$ cat src/rtl/lpst_pkg.sv
// lpst_pkg: shared types and constants of the led pwm sequence ticker
// depends on nothing; imported by every module of the block
`timescale 1ns / 1ps
`default_nettype none

package lpst_pkg;

    // fixed field widths
    localparam int MODE_W     = 2;
    localparam int CHAN_W     = 3;
    localparam int ADDR_W     = 8;
    localparam int DATA_W     = 8;
    localparam int LED_W      = 8;
    localparam int LED_IDX_W  = 3;
    localparam int LIT_W      = 4;
    localparam int CFG_IDX_W  = 2;
    localparam int CFG_DATA_W = 16;
    localparam int PERIOD_W   = 8;
    localparam int SEC_W      = 16;
    localparam int TMO_W      = 8;

    // input item operations
    localparam logic [MODE_W-1:0] MODE_TICK  = 2'd0;
    localparam logic [MODE_W-1:0] MODE_START = 2'd1;
    localparam logic [MODE_W-1:0] MODE_WRITE = 2'd2;
    localparam logic [MODE_W-1:0] MODE_LOAD  = 2'd3;

    // configuration register indexes
    localparam logic [CFG_IDX_W-1:0] CFG_PWM_PERIOD  = 2'd0;
    localparam logic [CFG_IDX_W-1:0] CFG_TICKS_PER_S = 2'd1;
    localparam logic [CFG_IDX_W-1:0] CFG_OFF_SECONDS = 2'd2;
    localparam logic [CFG_IDX_W-1:0] CFG_TMO_PRESC   = 2'd3;

    // configuration reset values
    localparam logic [PERIOD_W-1:0] RST_PWM_PERIOD  = 8'd25;
    localparam logic [SEC_W-1:0]    RST_TICKS_PER_S = 16'd2500;
    localparam logic [SEC_W-1:0]    RST_OFF_SECONDS = 16'd900;
    localparam logic [TMO_W-1:0]    RST_TMO_PRESC   = 8'd100;

    // result of one channel step of the shared unit
    typedef struct packed {
        logic [PERIOD_W-1:0] cnt_inc;
        logic [ADDR_W-1:0]   addr_inc;
        logic                hit_on;
        logic                wrap;
    } lpst_alu_res_t;

endpackage

`default_nettype wire

$ cat src/rtl/led_pwm_sequence_ticker.sv
// led_pwm_sequence_ticker: top level, sequencer, channel state and timers
// depends on lpst_pkg, lpst_pattern_ram and lpst_chan_alu
`timescale 1ns / 1ps
`default_nettype none

// An item is taken when start is high and busy is low. A tick walks the
// channels one after another through one shared step unit: an idle channel
// or an active one within its pwm period is handled in the channel state,
// and an active one whose pwm period ends also passes the fetch state to
// read its next entry from the registered read port of the pattern memory.
// A bookkeeping state for the timeout and seconds countdowns follows. A
// start, a pattern write or a timeout load also keeps busy high. The
// result comes in the first cycle with busy low again, marked by done for
// exactly one cycle; the receiver cannot stall it, and a new item may be
// started in that same cycle. The result ports are only meaningful while
// done is high; while busy is high they follow the working state.
// Configuration writes are taken only while busy is low (cfg_ready).
// The pattern memory has no reset; reading an entry never written gives an
// unspecified on-time.
module led_pwm_sequence_ticker
    import lpst_pkg::*;
#(
    parameter int NUM_CHANNELS = 8,
    parameter int TABLE_DEPTH  = 256
)
(
    input  wire logic                  clk,
    input  wire logic                  rst_n,

    // command side
    input  wire logic                  start,
    output logic                       busy,
    input  wire logic [MODE_W-1:0]     mode,
    input  wire logic [CHAN_W-1:0]     channel,
    input  wire logic [ADDR_W-1:0]     address,
    input  wire logic [DATA_W-1:0]     data,

    // result side, one transaction per item
    output logic                       done,
    output logic [LED_W-1:0]           led_state,
    output logic [LIT_W-1:0]           leds_lit_count,
    output logic [TMO_W-1:0]           timeout_left,
    output logic                       power_off,

    // configuration write channel
    input  wire logic                  cfg_valid,
    output logic                       cfg_ready,
    input  wire logic [CFG_IDX_W-1:0]  cfg_index,
    input  wire logic [CFG_DATA_W-1:0] cfg_data
);

    localparam int CH_W = (NUM_CHANNELS > 1) ? $clog2(NUM_CHANNELS) : 1;
    localparam int AW   = $clog2(TABLE_DEPTH);

    // sequencer states
    localparam logic [2:0] S_IDLE       = 3'd0;
    localparam logic [2:0] S_START_RD   = 3'd1;
    localparam logic [2:0] S_TICK_CH    = 3'd2;
    localparam logic [2:0] S_TICK_FETCH = 3'd3;
    localparam logic [2:0] S_TICK_TMR   = 3'd4;
    localparam logic [2:0] S_FINISH     = 3'd5;

    logic [2:0]          state_reg, state_next;
    logic [CH_W-1:0]     idx_reg, idx_next;
    logic                rd_ok_reg, rd_ok_next;
    logic                done_reg, done_next;
    logic                pulse_reg, pulse_next;

    // per-channel state, each read only at the current channel pointer
    logic [ADDR_W-1:0]   chan_addr_reg    [NUM_CHANNELS];
    logic [ADDR_W-1:0]   chan_addr_next   [NUM_CHANNELS];
    logic [PERIOD_W-1:0] chan_count_reg   [NUM_CHANNELS];
    logic [PERIOD_W-1:0] chan_count_next  [NUM_CHANNELS];
    logic [PERIOD_W-1:0] chan_on_reg      [NUM_CHANNELS];
    logic [PERIOD_W-1:0] chan_on_next     [NUM_CHANNELS];
    logic [NUM_CHANNELS-1:0] chan_active_reg, chan_active_next;

    logic [LED_W-1:0]    led_bits_reg, led_bits_next;
    logic [LIT_W-1:0]    lit_count_reg, lit_count_next;

    // countdowns
    logic [SEC_W-1:0]    tick_presc_reg, tick_presc_next;
    logic [SEC_W-1:0]    seconds_reg, seconds_next;
    logic [TMO_W-1:0]    tmo_presc_reg, tmo_presc_next;
    logic [TMO_W-1:0]    tmo_value_reg, tmo_value_next;

    // configuration registers
    logic [PERIOD_W-1:0] pwm_period_reg, pwm_period_next;
    logic [SEC_W-1:0]    ticks_per_s_reg, ticks_per_s_next;
    logic [TMO_W-1:0]    tmo_presc_cfg_reg, tmo_presc_cfg_next;

    // memory port
    logic                mem_we;
    logic                mem_re;
    logic [AW-1:0]       mem_raddr;
    logic [DATA_W-1:0]   mem_rdata;
    logic [DATA_W-1:0]   entry;

    lpst_alu_res_t       alu;
    logic                chan_ok;
    logic                addr_ok;
    logic                fetch_ok;
    logic                last_ch;
    logic [LED_IDX_W-1:0] led_idx;
    logic [TMO_W-1:0]    tmo_p_inc;
    logic [SEC_W-1:0]    tick_p_inc;

    lpst_pattern_ram #(
        .DEPTH (TABLE_DEPTH)
    ) u_ram (
        .clk   (clk),
        .we    (mem_we),
        .waddr (address[AW-1:0]),
        .wdata (data),
        .re    (mem_re),
        .raddr (mem_raddr),
        .rdata (mem_rdata)
    );

    lpst_chan_alu u_alu (
        .count   (chan_count_reg[idx_reg]),
        .on_time (chan_on_reg[idx_reg]),
        .period  (pwm_period_reg),
        .addr    (chan_addr_reg[idx_reg]),
        .res     (alu)
    );

    // a start names a channel that exists, a write hits the table
    assign chan_ok  = ({1'b0, channel} < 4'(NUM_CHANNELS));
    assign addr_ok  = ({1'b0, address} < 9'(TABLE_DEPTH));
    assign fetch_ok = ({1'b0, alu.addr_inc} < 9'(TABLE_DEPTH));
    assign last_ch  = (idx_reg == CH_W'(NUM_CHANNELS - 1));
    assign led_idx  = LED_IDX_W'(idx_reg);
    // reads past the table end give a zero entry, ending the sequence
    assign entry    = rd_ok_reg ? mem_rdata : '0;
    assign tmo_p_inc  = tmo_presc_reg + TMO_W'(1);
    assign tick_p_inc = tick_presc_reg + SEC_W'(1);

    always_comb
    begin
        state_next         = state_reg;
        idx_next           = idx_reg;
        rd_ok_next         = rd_ok_reg;
        done_next          = 1'b0;
        pulse_next         = pulse_reg;
        chan_addr_next     = chan_addr_reg;
        chan_count_next    = chan_count_reg;
        chan_on_next       = chan_on_reg;
        chan_active_next   = chan_active_reg;
        led_bits_next      = led_bits_reg;
        lit_count_next     = lit_count_reg;
        tick_presc_next    = tick_presc_reg;
        seconds_next       = seconds_reg;
        tmo_presc_next     = tmo_presc_reg;
        tmo_value_next     = tmo_value_reg;
        pwm_period_next    = pwm_period_reg;
        ticks_per_s_next   = ticks_per_s_reg;
        tmo_presc_cfg_next = tmo_presc_cfg_reg;
        mem_we             = 1'b0;
        mem_re             = 1'b0;
        mem_raddr          = address[AW-1:0];

        // configuration transaction, only taken while idle
        if (cfg_valid && cfg_ready)
        begin
            unique case (cfg_index)
                CFG_PWM_PERIOD:  pwm_period_next    = cfg_data[PERIOD_W-1:0];
                CFG_TICKS_PER_S: ticks_per_s_next   = cfg_data;
                CFG_OFF_SECONDS:
                begin
                    seconds_next    = cfg_data;
                    tick_presc_next = '0;
                end
                CFG_TMO_PRESC:   tmo_presc_cfg_next = cfg_data[TMO_W-1:0];
                default:         ;
            endcase
        end

        unique case (state_reg)
            S_IDLE:
            begin
                if (start)
                begin
                    pulse_next = 1'b0;
                    unique case (mode)
                        MODE_TICK:
                        begin
                            idx_next   = '0;
                            state_next = S_TICK_CH;
                        end
                        MODE_START:
                        begin
                            if (chan_ok)
                            begin
                                idx_next   = channel[CH_W-1:0];
                                chan_addr_next[channel[CH_W-1:0]]  = address;
                                chan_count_next[channel[CH_W-1:0]] = '0;
                                mem_re     = addr_ok;
                                rd_ok_next = addr_ok;
                                state_next = S_START_RD;
                            end
                            else
                            begin
                                state_next = S_FINISH;
                            end
                        end
                        MODE_WRITE:
                        begin
                            mem_we     = addr_ok;
                            state_next = S_FINISH;
                        end
                        MODE_LOAD:
                        begin
                            tmo_value_next = data;
                            tmo_presc_next = '0;
                            state_next     = S_FINISH;
                        end
                        default: ;
                    endcase
                end
            end

            S_START_RD:
            begin
                // first entry decides whether the channel runs
                chan_on_next[idx_reg] = entry;
                if (entry != '0)
                begin
                    if (!chan_active_reg[idx_reg])
                    begin
                        lit_count_next = lit_count_reg + LIT_W'(1);
                    end
                    chan_active_next[idx_reg] = 1'b1;
                    led_bits_next[led_idx]    = 1'b1;
                end
                else
                begin
                    if (chan_active_reg[idx_reg] && (lit_count_reg != '0))
                    begin
                        lit_count_next = lit_count_reg - LIT_W'(1);
                    end
                    chan_active_next[idx_reg] = 1'b0;
                    led_bits_next[led_idx]    = 1'b0;
                end
                state_next = S_IDLE;
                done_next  = 1'b1;
            end

            S_TICK_CH:
            begin
                if (chan_active_reg[idx_reg])
                begin
                    if (alu.hit_on)
                    begin
                        led_bits_next[led_idx] = 1'b0;
                    end
                    if (alu.wrap)
                    begin
                        chan_count_next[idx_reg] = '0;
                        chan_addr_next[idx_reg]  = alu.addr_inc;
                        mem_re     = fetch_ok;
                        mem_raddr  = alu.addr_inc[AW-1:0];
                        rd_ok_next = fetch_ok;
                        state_next = S_TICK_FETCH;
                    end
                    else
                    begin
                        chan_count_next[idx_reg] = alu.cnt_inc;
                        idx_next   = idx_reg + CH_W'(1);
                        state_next = last_ch ? S_TICK_TMR : S_TICK_CH;
                    end
                end
                else
                begin
                    idx_next   = idx_reg + CH_W'(1);
                    state_next = last_ch ? S_TICK_TMR : S_TICK_CH;
                end
            end

            S_TICK_FETCH:
            begin
                chan_on_next[idx_reg] = entry;
                if (entry == '0)
                begin
                    // sequence end, led keeps what it had
                    chan_addr_next[idx_reg]   = '0;
                    chan_active_next[idx_reg] = 1'b0;
                    if (lit_count_reg != '0)
                    begin
                        lit_count_next = lit_count_reg - LIT_W'(1);
                    end
                end
                else
                begin
                    led_bits_next[led_idx] = 1'b1;
                end
                idx_next   = idx_reg + CH_W'(1);
                state_next = last_ch ? S_TICK_TMR : S_TICK_CH;
            end

            S_TICK_TMR:
            begin
                if (tmo_value_reg != '0)
                begin
                    if (tmo_p_inc >= tmo_presc_cfg_reg)
                    begin
                        tmo_presc_next = '0;
                        tmo_value_next = tmo_value_reg - TMO_W'(1);
                    end
                    else
                    begin
                        tmo_presc_next = tmo_p_inc;
                    end
                end
                if (tick_p_inc >= ticks_per_s_reg)
                begin
                    tick_presc_next = '0;
                    if (seconds_reg != '0)
                    begin
                        seconds_next = seconds_reg - SEC_W'(1);
                        pulse_next   = (seconds_reg == SEC_W'(1));
                    end
                end
                else
                begin
                    tick_presc_next = tick_p_inc;
                end
                state_next = S_IDLE;
                done_next  = 1'b1;
            end

            S_FINISH:
            begin
                state_next = S_IDLE;
                done_next  = 1'b1;
            end

            default:
            begin
                state_next = S_IDLE;
            end
        endcase
    end

    always_ff @(posedge clk or negedge rst_n)
    begin
        if (!rst_n)
        begin
            state_reg         <= S_IDLE;
            idx_reg           <= '0;
            rd_ok_reg         <= 1'b0;
            done_reg          <= 1'b0;
            pulse_reg         <= 1'b0;
            for (int i = 0; i < NUM_CHANNELS; i++)
            begin
                chan_addr_reg[i]  <= '0;
                chan_count_reg[i] <= '0;
                chan_on_reg[i]    <= '0;
            end
            chan_active_reg   <= '0;
            led_bits_reg      <= '0;
            lit_count_reg     <= '0;
            tick_presc_reg    <= '0;
            seconds_reg       <= RST_OFF_SECONDS;
            tmo_presc_reg     <= '0;
            tmo_value_reg     <= '0;
            pwm_period_reg    <= RST_PWM_PERIOD;
            ticks_per_s_reg   <= RST_TICKS_PER_S;
            tmo_presc_cfg_reg <= RST_TMO_PRESC;
        end
        else
        begin
            state_reg         <= state_next;
            idx_reg           <= idx_next;
            rd_ok_reg         <= rd_ok_next;
            done_reg          <= done_next;
            pulse_reg         <= pulse_next;
            chan_addr_reg     <= chan_addr_next;
            chan_count_reg    <= chan_count_next;
            chan_on_reg       <= chan_on_next;
            chan_active_reg   <= chan_active_next;
            led_bits_reg      <= led_bits_next;
            lit_count_reg     <= lit_count_next;
            tick_presc_reg    <= tick_presc_next;
            seconds_reg       <= seconds_next;
            tmo_presc_reg     <= tmo_presc_next;
            tmo_value_reg     <= tmo_value_next;
            pwm_period_reg    <= pwm_period_next;
            ticks_per_s_reg   <= ticks_per_s_next;
            tmo_presc_cfg_reg <= tmo_presc_cfg_next;
        end
    end

    // handshake and result ports
    assign busy           = (state_reg != S_IDLE);
    assign cfg_ready      = (state_reg == S_IDLE);
    assign done           = done_reg;
    assign led_state      = led_bits_reg;
    assign leds_lit_count = lit_count_reg;
    assign timeout_left   = tmo_value_reg;
    assign power_off      = pulse_reg;

    // lit count tracks the number of running channels
    a_lit_matches_active: assert property (@(posedge clk) disable iff (!rst_n)
        lit_count_reg == LIT_W'($countones(chan_active_reg)))
        else $error("lit count out of step with active channels");

    // an accepted item always occupies the sequencer
    a_accept_goes_busy: assert property (@(posedge clk) disable iff (!rst_n)
        start && !busy |=> busy)
        else $error("accepted item did not start work");

    // a result transaction is only shown once the sequencer is back idle
    a_done_when_idle: assert property (@(posedge clk) disable iff (!rst_n)
        done |-> !busy)
        else $error("result shown while still busy");

    // the power-off pulse only comes with the seconds countdown at zero
    a_pulse_at_zero: assert property (@(posedge clk) disable iff (!rst_n)
        done && power_off |-> seconds_reg == '0)
        else $error("power-off pulse with seconds left");

endmodule

`default_nettype wire

$ cat src/rtl/lpst_pattern_ram.sv
// lpst_pattern_ram: pattern table, one write and one registered read port
// depends on lpst_pkg for the word width
`timescale 1ns / 1ps
`default_nettype none

module lpst_pattern_ram
    import lpst_pkg::*;
#(
    parameter int DEPTH = 256
)
(
    input  wire logic                     clk,
    input  wire logic                     we,
    input  wire logic [$clog2(DEPTH)-1:0] waddr,
    input  wire logic [DATA_W-1:0]        wdata,
    input  wire logic                     re,
    input  wire logic [$clog2(DEPTH)-1:0] raddr,
    output logic      [DATA_W-1:0]        rdata
);

    logic [DATA_W-1:0] mem [DEPTH];

    always_ff @(posedge clk)
    begin
        if (we)
        begin
            mem[waddr] <= wdata;
        end
    end

    always_ff @(posedge clk)
    begin
        if (re)
        begin
            rdata <= mem[raddr];
        end
    end

endmodule

`default_nettype wire

$ cat src/rtl/lpst_chan_alu.sv
// lpst_chan_alu: shared channel step unit, count increment and compares
// depends on lpst_pkg for lpst_alu_res_t
`timescale 1ns / 1ps
`default_nettype none

module lpst_chan_alu
    import lpst_pkg::*;
(
    input  wire logic [PERIOD_W-1:0] count,
    input  wire logic [PERIOD_W-1:0] on_time,
    input  wire logic [PERIOD_W-1:0] period,
    input  wire logic [ADDR_W-1:0]   addr,
    output lpst_alu_res_t            res
);

    logic [PERIOD_W-1:0] cnt_inc;

    assign cnt_inc      = count + PERIOD_W'(1);
    assign res.cnt_inc  = cnt_inc;
    assign res.addr_inc = addr + ADDR_W'(1);
    // led goes dark when the count meets the on-time
    assign res.hit_on   = (cnt_inc == on_time);
    // end of pwm period, fetch the next entry
    assign res.wrap     = (cnt_inc >= period);

endmodule

`default_nettype wire
$ cat config.mk
export PLATFORM = sky130hd
export DESIGN_NAME = led_pwm_sequence_ticker
export DESIGN_NICKNAME = d
export VERILOG_FILES = /design/src/rtl/lpst_pkg.sv /design/src/rtl/led_pwm_sequence_ticker.sv /design/src/rtl/lpst_pattern_ram.sv /design/src/rtl/lpst_chan_alu.sv
export SDC_FILE = /design/constraint.sdc
export NUM_CORES = 2
export LEC_CHECK = 0
export ABC_AREA = 0
export BUFFER_PORTS_ARGS = -buffer_cell sky130_fd_sc_hd__buf_4
export CAP_MARGIN = 15
export CORE_AREA = 2 2 493 495
export CTS_BUF_LIST = sky130_fd_sc_hd__clkbuf_4 sky130_fd_sc_hd__clkbuf_8 sky130_fd_sc_hd__clkbuf_16
export CTS_CLUSTER_DIAMETER = 100
export CTS_CLUSTER_SIZE = 12
export DETAILED_ROUTE_END_ITERATION = 6
export DIE_AREA = 0 0 495 497
export HOLD_SLACK_MARGIN = 0.12
export PLACE_DENSITY = 0.62
export SLEW_MARGIN = 20
export SYNTH_ARGS = -nofsm -noshare
export SYNTH_HDL_FRONTEND = slang
export SYNTH_HIERARCHICAL = 1
export SYNTH_SLANG_ARGS = --single-unit
$ cat constraint.sdc
create_clock -name clk -period 7.5 [get_ports clk]
set_input_delay 0.75 -clock clk [delete_from_list [all_inputs] [get_ports clk]]
set_output_delay 0.75 -clock clk [all_outputs]
set_load 0.03 [all_outputs]
==> impl_summary.md <==
Status
The flow ran to the end, and the final reports show no timing, DRC or antenna violations.

GRT
The number of global-route vias before repair is just over 50,000. Entering global routing, the biggest net connects approximately 190 pins. The global route total overflow is 0. The first-pass GRT wire length is between 300 and 400 mm.

The number of antenna violations at the first check in global routing is 8. In the global route stage, overall resource usage came out at between 10% and 20%.

Final layout
The share of post-route cells with drive strength above 1 is slightly above 20%. The most flop-heavy register is u_ram/mem. After the last flow step, the layout net total stands at 5,535. At the end of the flow the core is filled with cells to about 44%. Leaving out filler cells and counting taps, the final layout contains roughly 8,700.

After routing the design area is roughly 110,000 sq um. The register with the most flip-flops in the layout has 2,048 of them. The area growth from synthesis to final layout is 10.96%.

Place
The congestion estimate from routability-driven global placement came to 0.8819. The placed instances occupy a cell area of between 90,000 and 100,000 sq um. Detailed placement finished with a half-perimeter wire length of about 160 mm.

Before CTS, the worst setup slack after placement is -641.8 ps. The count of input and output buffers is 66. Including well taps, the total number of placed cells is approximately 8,400.

Logic synthesis
The post-synthesis sequential element count is approximately 2,400. Sequential cells were found to cover 72.33% of the synthesized design area. Counting every instance in the synthesized netlist gives around 5,300.

The total of warnings raised by yosys is 6. The average instance in the mapped netlist occupies 18.05 sq um. The synthesized netlist net count is about 5,400.

The mapped cell area is about 96,000 sq um. The proportion of register bits with asynchronous set or reset after synthesis is between 10% and 20%. The leading register cell type out of synthesis is sky130_fd_sc_hd__edfxtp_1.

The synthesized netlist contains around 100 unique library cells. The number of flops mapped to enable cells by yosys is about 2,100.

Clock network
The number of buffers on the longest clock path is 3. The clock tree from TritonCTS is yes. The cell at the root of the clock tree is sky130_fd_sc_hd__clkbuf_16.

At the later pin of the worst-skew pair, clock insertion delay measures roughly 900 ps. The number of buffers created by CTS is about 220. After clock tree synthesis, the clock-pin slew on the worst setup and hold paths is 60 ps. The CTS H-tree depth is 4. The total clock sinks is 2,357.

Die
The initial utilization of the core area, before any placement, comes to ~40%. The floorplan step defined a die boundary enclosing 246,000 sq um. Pin placement for this block handled 67 I/O pins. The floorplan die width is between 400 and 500 microns.

The placeable core area is 240,100 sq um. From bottom edge to top edge, the die measures roughly 500 microns. Row generation in the floorplan step produced 180 rows.

Power
The leakage power of the design is roughly 35 nW. The worst-case IR drop observed on VDD is about 0.26 mV. The total power per unit cell area is between 200 and 300 nW/um^2. The power consumption is roughly 29 mW.

Setup path
Data on the critical path is required at its endpoint by 8200 ps. On the critical path the largest part of the delay comes from compound AO/OA/AOI/OAI gates. The worst setup path is launched from a flip-flop. On the worst path, the slowest cell contributes a delay of a little over 1000 ps.

The highest net fanout along the worst path is 40. The critical path crosses 21 cells after its start point. The kind of capture point of the worst setup path is a flip-flop. The worst register-to-register path has a depth of 21. The data arrival time of the critical path is 8080 ps. The critical path goes through or2b_1, nor2_4, a22oi_1, nand4_1, ha_1, xor2_2, ha_1, a211oi_1, o31ai_1, a221o_1, o211ai_1, buf_4, mux2_8, buf_12, buf_4, mux4_2, o22a_1, o21ai_0, a2111oi_0, nor3_1, nor4_2. The critical path class is flip-flop to flip-flop. The slowest stage of the critical path belongs to the cell sky130_fd_sc_hd__a2111oi_0.

Together, buffers and inverters on the worst path number 3.

Drt
The detailed router placed ~52,000 vias in this run. The initial DRC count is about 6,200. The remaining number of nets flagged by the antenna check after routing is 0. In the routed layout, each cell is associated on average with a via count of 6.006. The routed wire length is between 200 and 250 mm. The number of optimization iterations in the first detailed-route pass is 6. The wire length per cell after detailed routing is about 29 microns. In the routed design, unresolved DRC markers number 0.

Worst hold path
The path class of the tightest hold or removal check is input pin to flip-flop. The worst hold path passes through 2 cells.

Timing
The worst hold margin is about 190 ps. The count of final setup violators is 0. The transition at the pin with the smallest max-transition slack is ~1200 ps.

The maximum frequency from static timing analysis is approximately 0.14 GHz. The final clock skew is approximately 81 ps. The relative slew slack is approximately 18%. The number of hold violations in the final report is 0. The worst path needs approximately 7400 ps of the cycle, external delays included. Setup repair after global routing left no endpoint under its margin. The post-route fraction of the period consumed by the critical path is between 90% and 100%. Once routing completed, OpenROAD measured the worst setup slack at around 120 ps.

The setup TNS is 0 ps. The number of slew-limit violations in the final report is 0.

Flow run
Max-cap violations in this run came to 0.
[final cells by class]
type,instances,area [sq um]
well taps,3185,3985
diodes,1,2.502
clock buffers,255,5722
repair buffers,262,2262
multi-input cells,2557,24410
clock inverters,21,421.7
inverters,53,198.9
fillers,20620,133800
flip-flops and latches,2357,69290
[placed cells by master (no fill, tap or decap), types with 107 or more instances in the layout]
cell type	synthesis	layout
sky130_fd_sc_hd__nand2_1	212	212
sky130_fd_sc_hd__mux2i_1	147	147
sky130_fd_sc_hd__a21oi_1	144	144
sky130_fd_sc_hd__buf_4	32	222
sky130_fd_sc_hd__nor2_1	334	329
sky130_fd_sc_hd__a22oi_1	297	297
sky130_fd_sc_hd__o21ai_0	110	107
sky130_fd_sc_hd__clkbuf_16	0	217
sky130_fd_sc_hd__edfxtp_1	2056	2056
sky130_fd_sc_hd__dfrtp_1	286	286
sky130_fd_sc_hd__mux4_2	454	454
[per-layer routing]
layer  wire length, microns  track usage, %  share of wire [%]
met5                     13               0             0.0052
met1                 104100           28.65                 42
met4                   6371           5.153                2.6
met3                  20490           3.719                8.3
met2                 117200           31.04                 47
[cells by family (layout without fill, tap and decap cells)]
| logic type | Yosys count | count (layout) | share of synthesized area [%] |
|---|---|---|---|
| AOI/OAI and AO/OA | 916 | 916 | 7.007 |
| DFF | 2357 | 2357 | 72.33 |
| xor gates and xnor gates | 43 | 43 | 0.4101 |
| and+or+nand+nor | 907 | 907 | 4.492 |
| buffers and inverters | 393 | 591 | 2.414 |
| muxes | 646 | 647 | 12.77 |
| other | 0 | 1 | 0 |
| adders and majority gates | 44 | 44 | 0.5747 |
[cells in the mapped netlist, types with 46 or more instances]
cell type,number,area share [%]
sky130_fd_sc_hd__nand2_1,212,0.83
sky130_fd_sc_hd__edfxtp_1,2056,64
sky130_fd_sc_hd__nand3_1,60,0.31
sky130_fd_sc_hd__o2bb2ai_1,69,0.63
sky130_fd_sc_hd__mux2i_1,147,1.5
sky130_fd_sc_hd__inv_1,51,0.20
sky130_fd_sc_hd__o221ai_1,46,0.42
sky130_fd_sc_hd__mux4_2,454,11
sky130_fd_sc_hd__a22oi_1,297,2.3
sky130_fd_sc_hd__nor3_1,57,0.30
sky130_fd_sc_hd__dfrtp_1,286,7.5
sky130_fd_sc_hd__clkbuf_1,160,0.63
sky130_fd_sc_hd__nor2_1,334,1.3
sky130_fd_sc_hd__a21oi_1,144,0.75
sky130_fd_sc_hd__nor2b_1,46,0.30
sky130_fd_sc_hd__o21ai_0,110,0.57
[report_power, final]
| part | switching, mW | leakage, nW | internal, mW | total, mW |
|---|---|---|---|---|
| Sequential | 0.422 | 22.4 | 14.8 | 15.2 |
| Combinational | 2.37 | 9.04 | 1.33 | 3.71 |
| Clock | 4.69 | 3.03 | 5.39 | 10.1 |
[repair_timing]
action                                  4_1_cts  5_1_grt
hold endpoints to repair                    115        0
hold buffers                                 16        0
endpoints found under the setup margin        8        3
gates cloned                                  1        0
setup buffers                                 3        0
resized for setup                             2        4
pin swaps                                     1        0
[worst paths after layout]
kind | slack [ps] | endpoint | from
max | 120 | u_ram/rdata[0] | idx_reg[1]
max reg2reg | 120 | u_ram/rdata[0] | idx_reg[1]
min | 190 | ticks_per_s_reg[0] | cfg_data[0]
min reg2reg | 480 | chan_on_reg[16] | chan_on_reg[16]
min in group asynchronous | 510 | seconds_reg[6] | rst_n
max in group asynchronous | 5420 | chan_addr_reg[23] | rst_n
No activity file was read; power rests on OpenSTA's default activity.
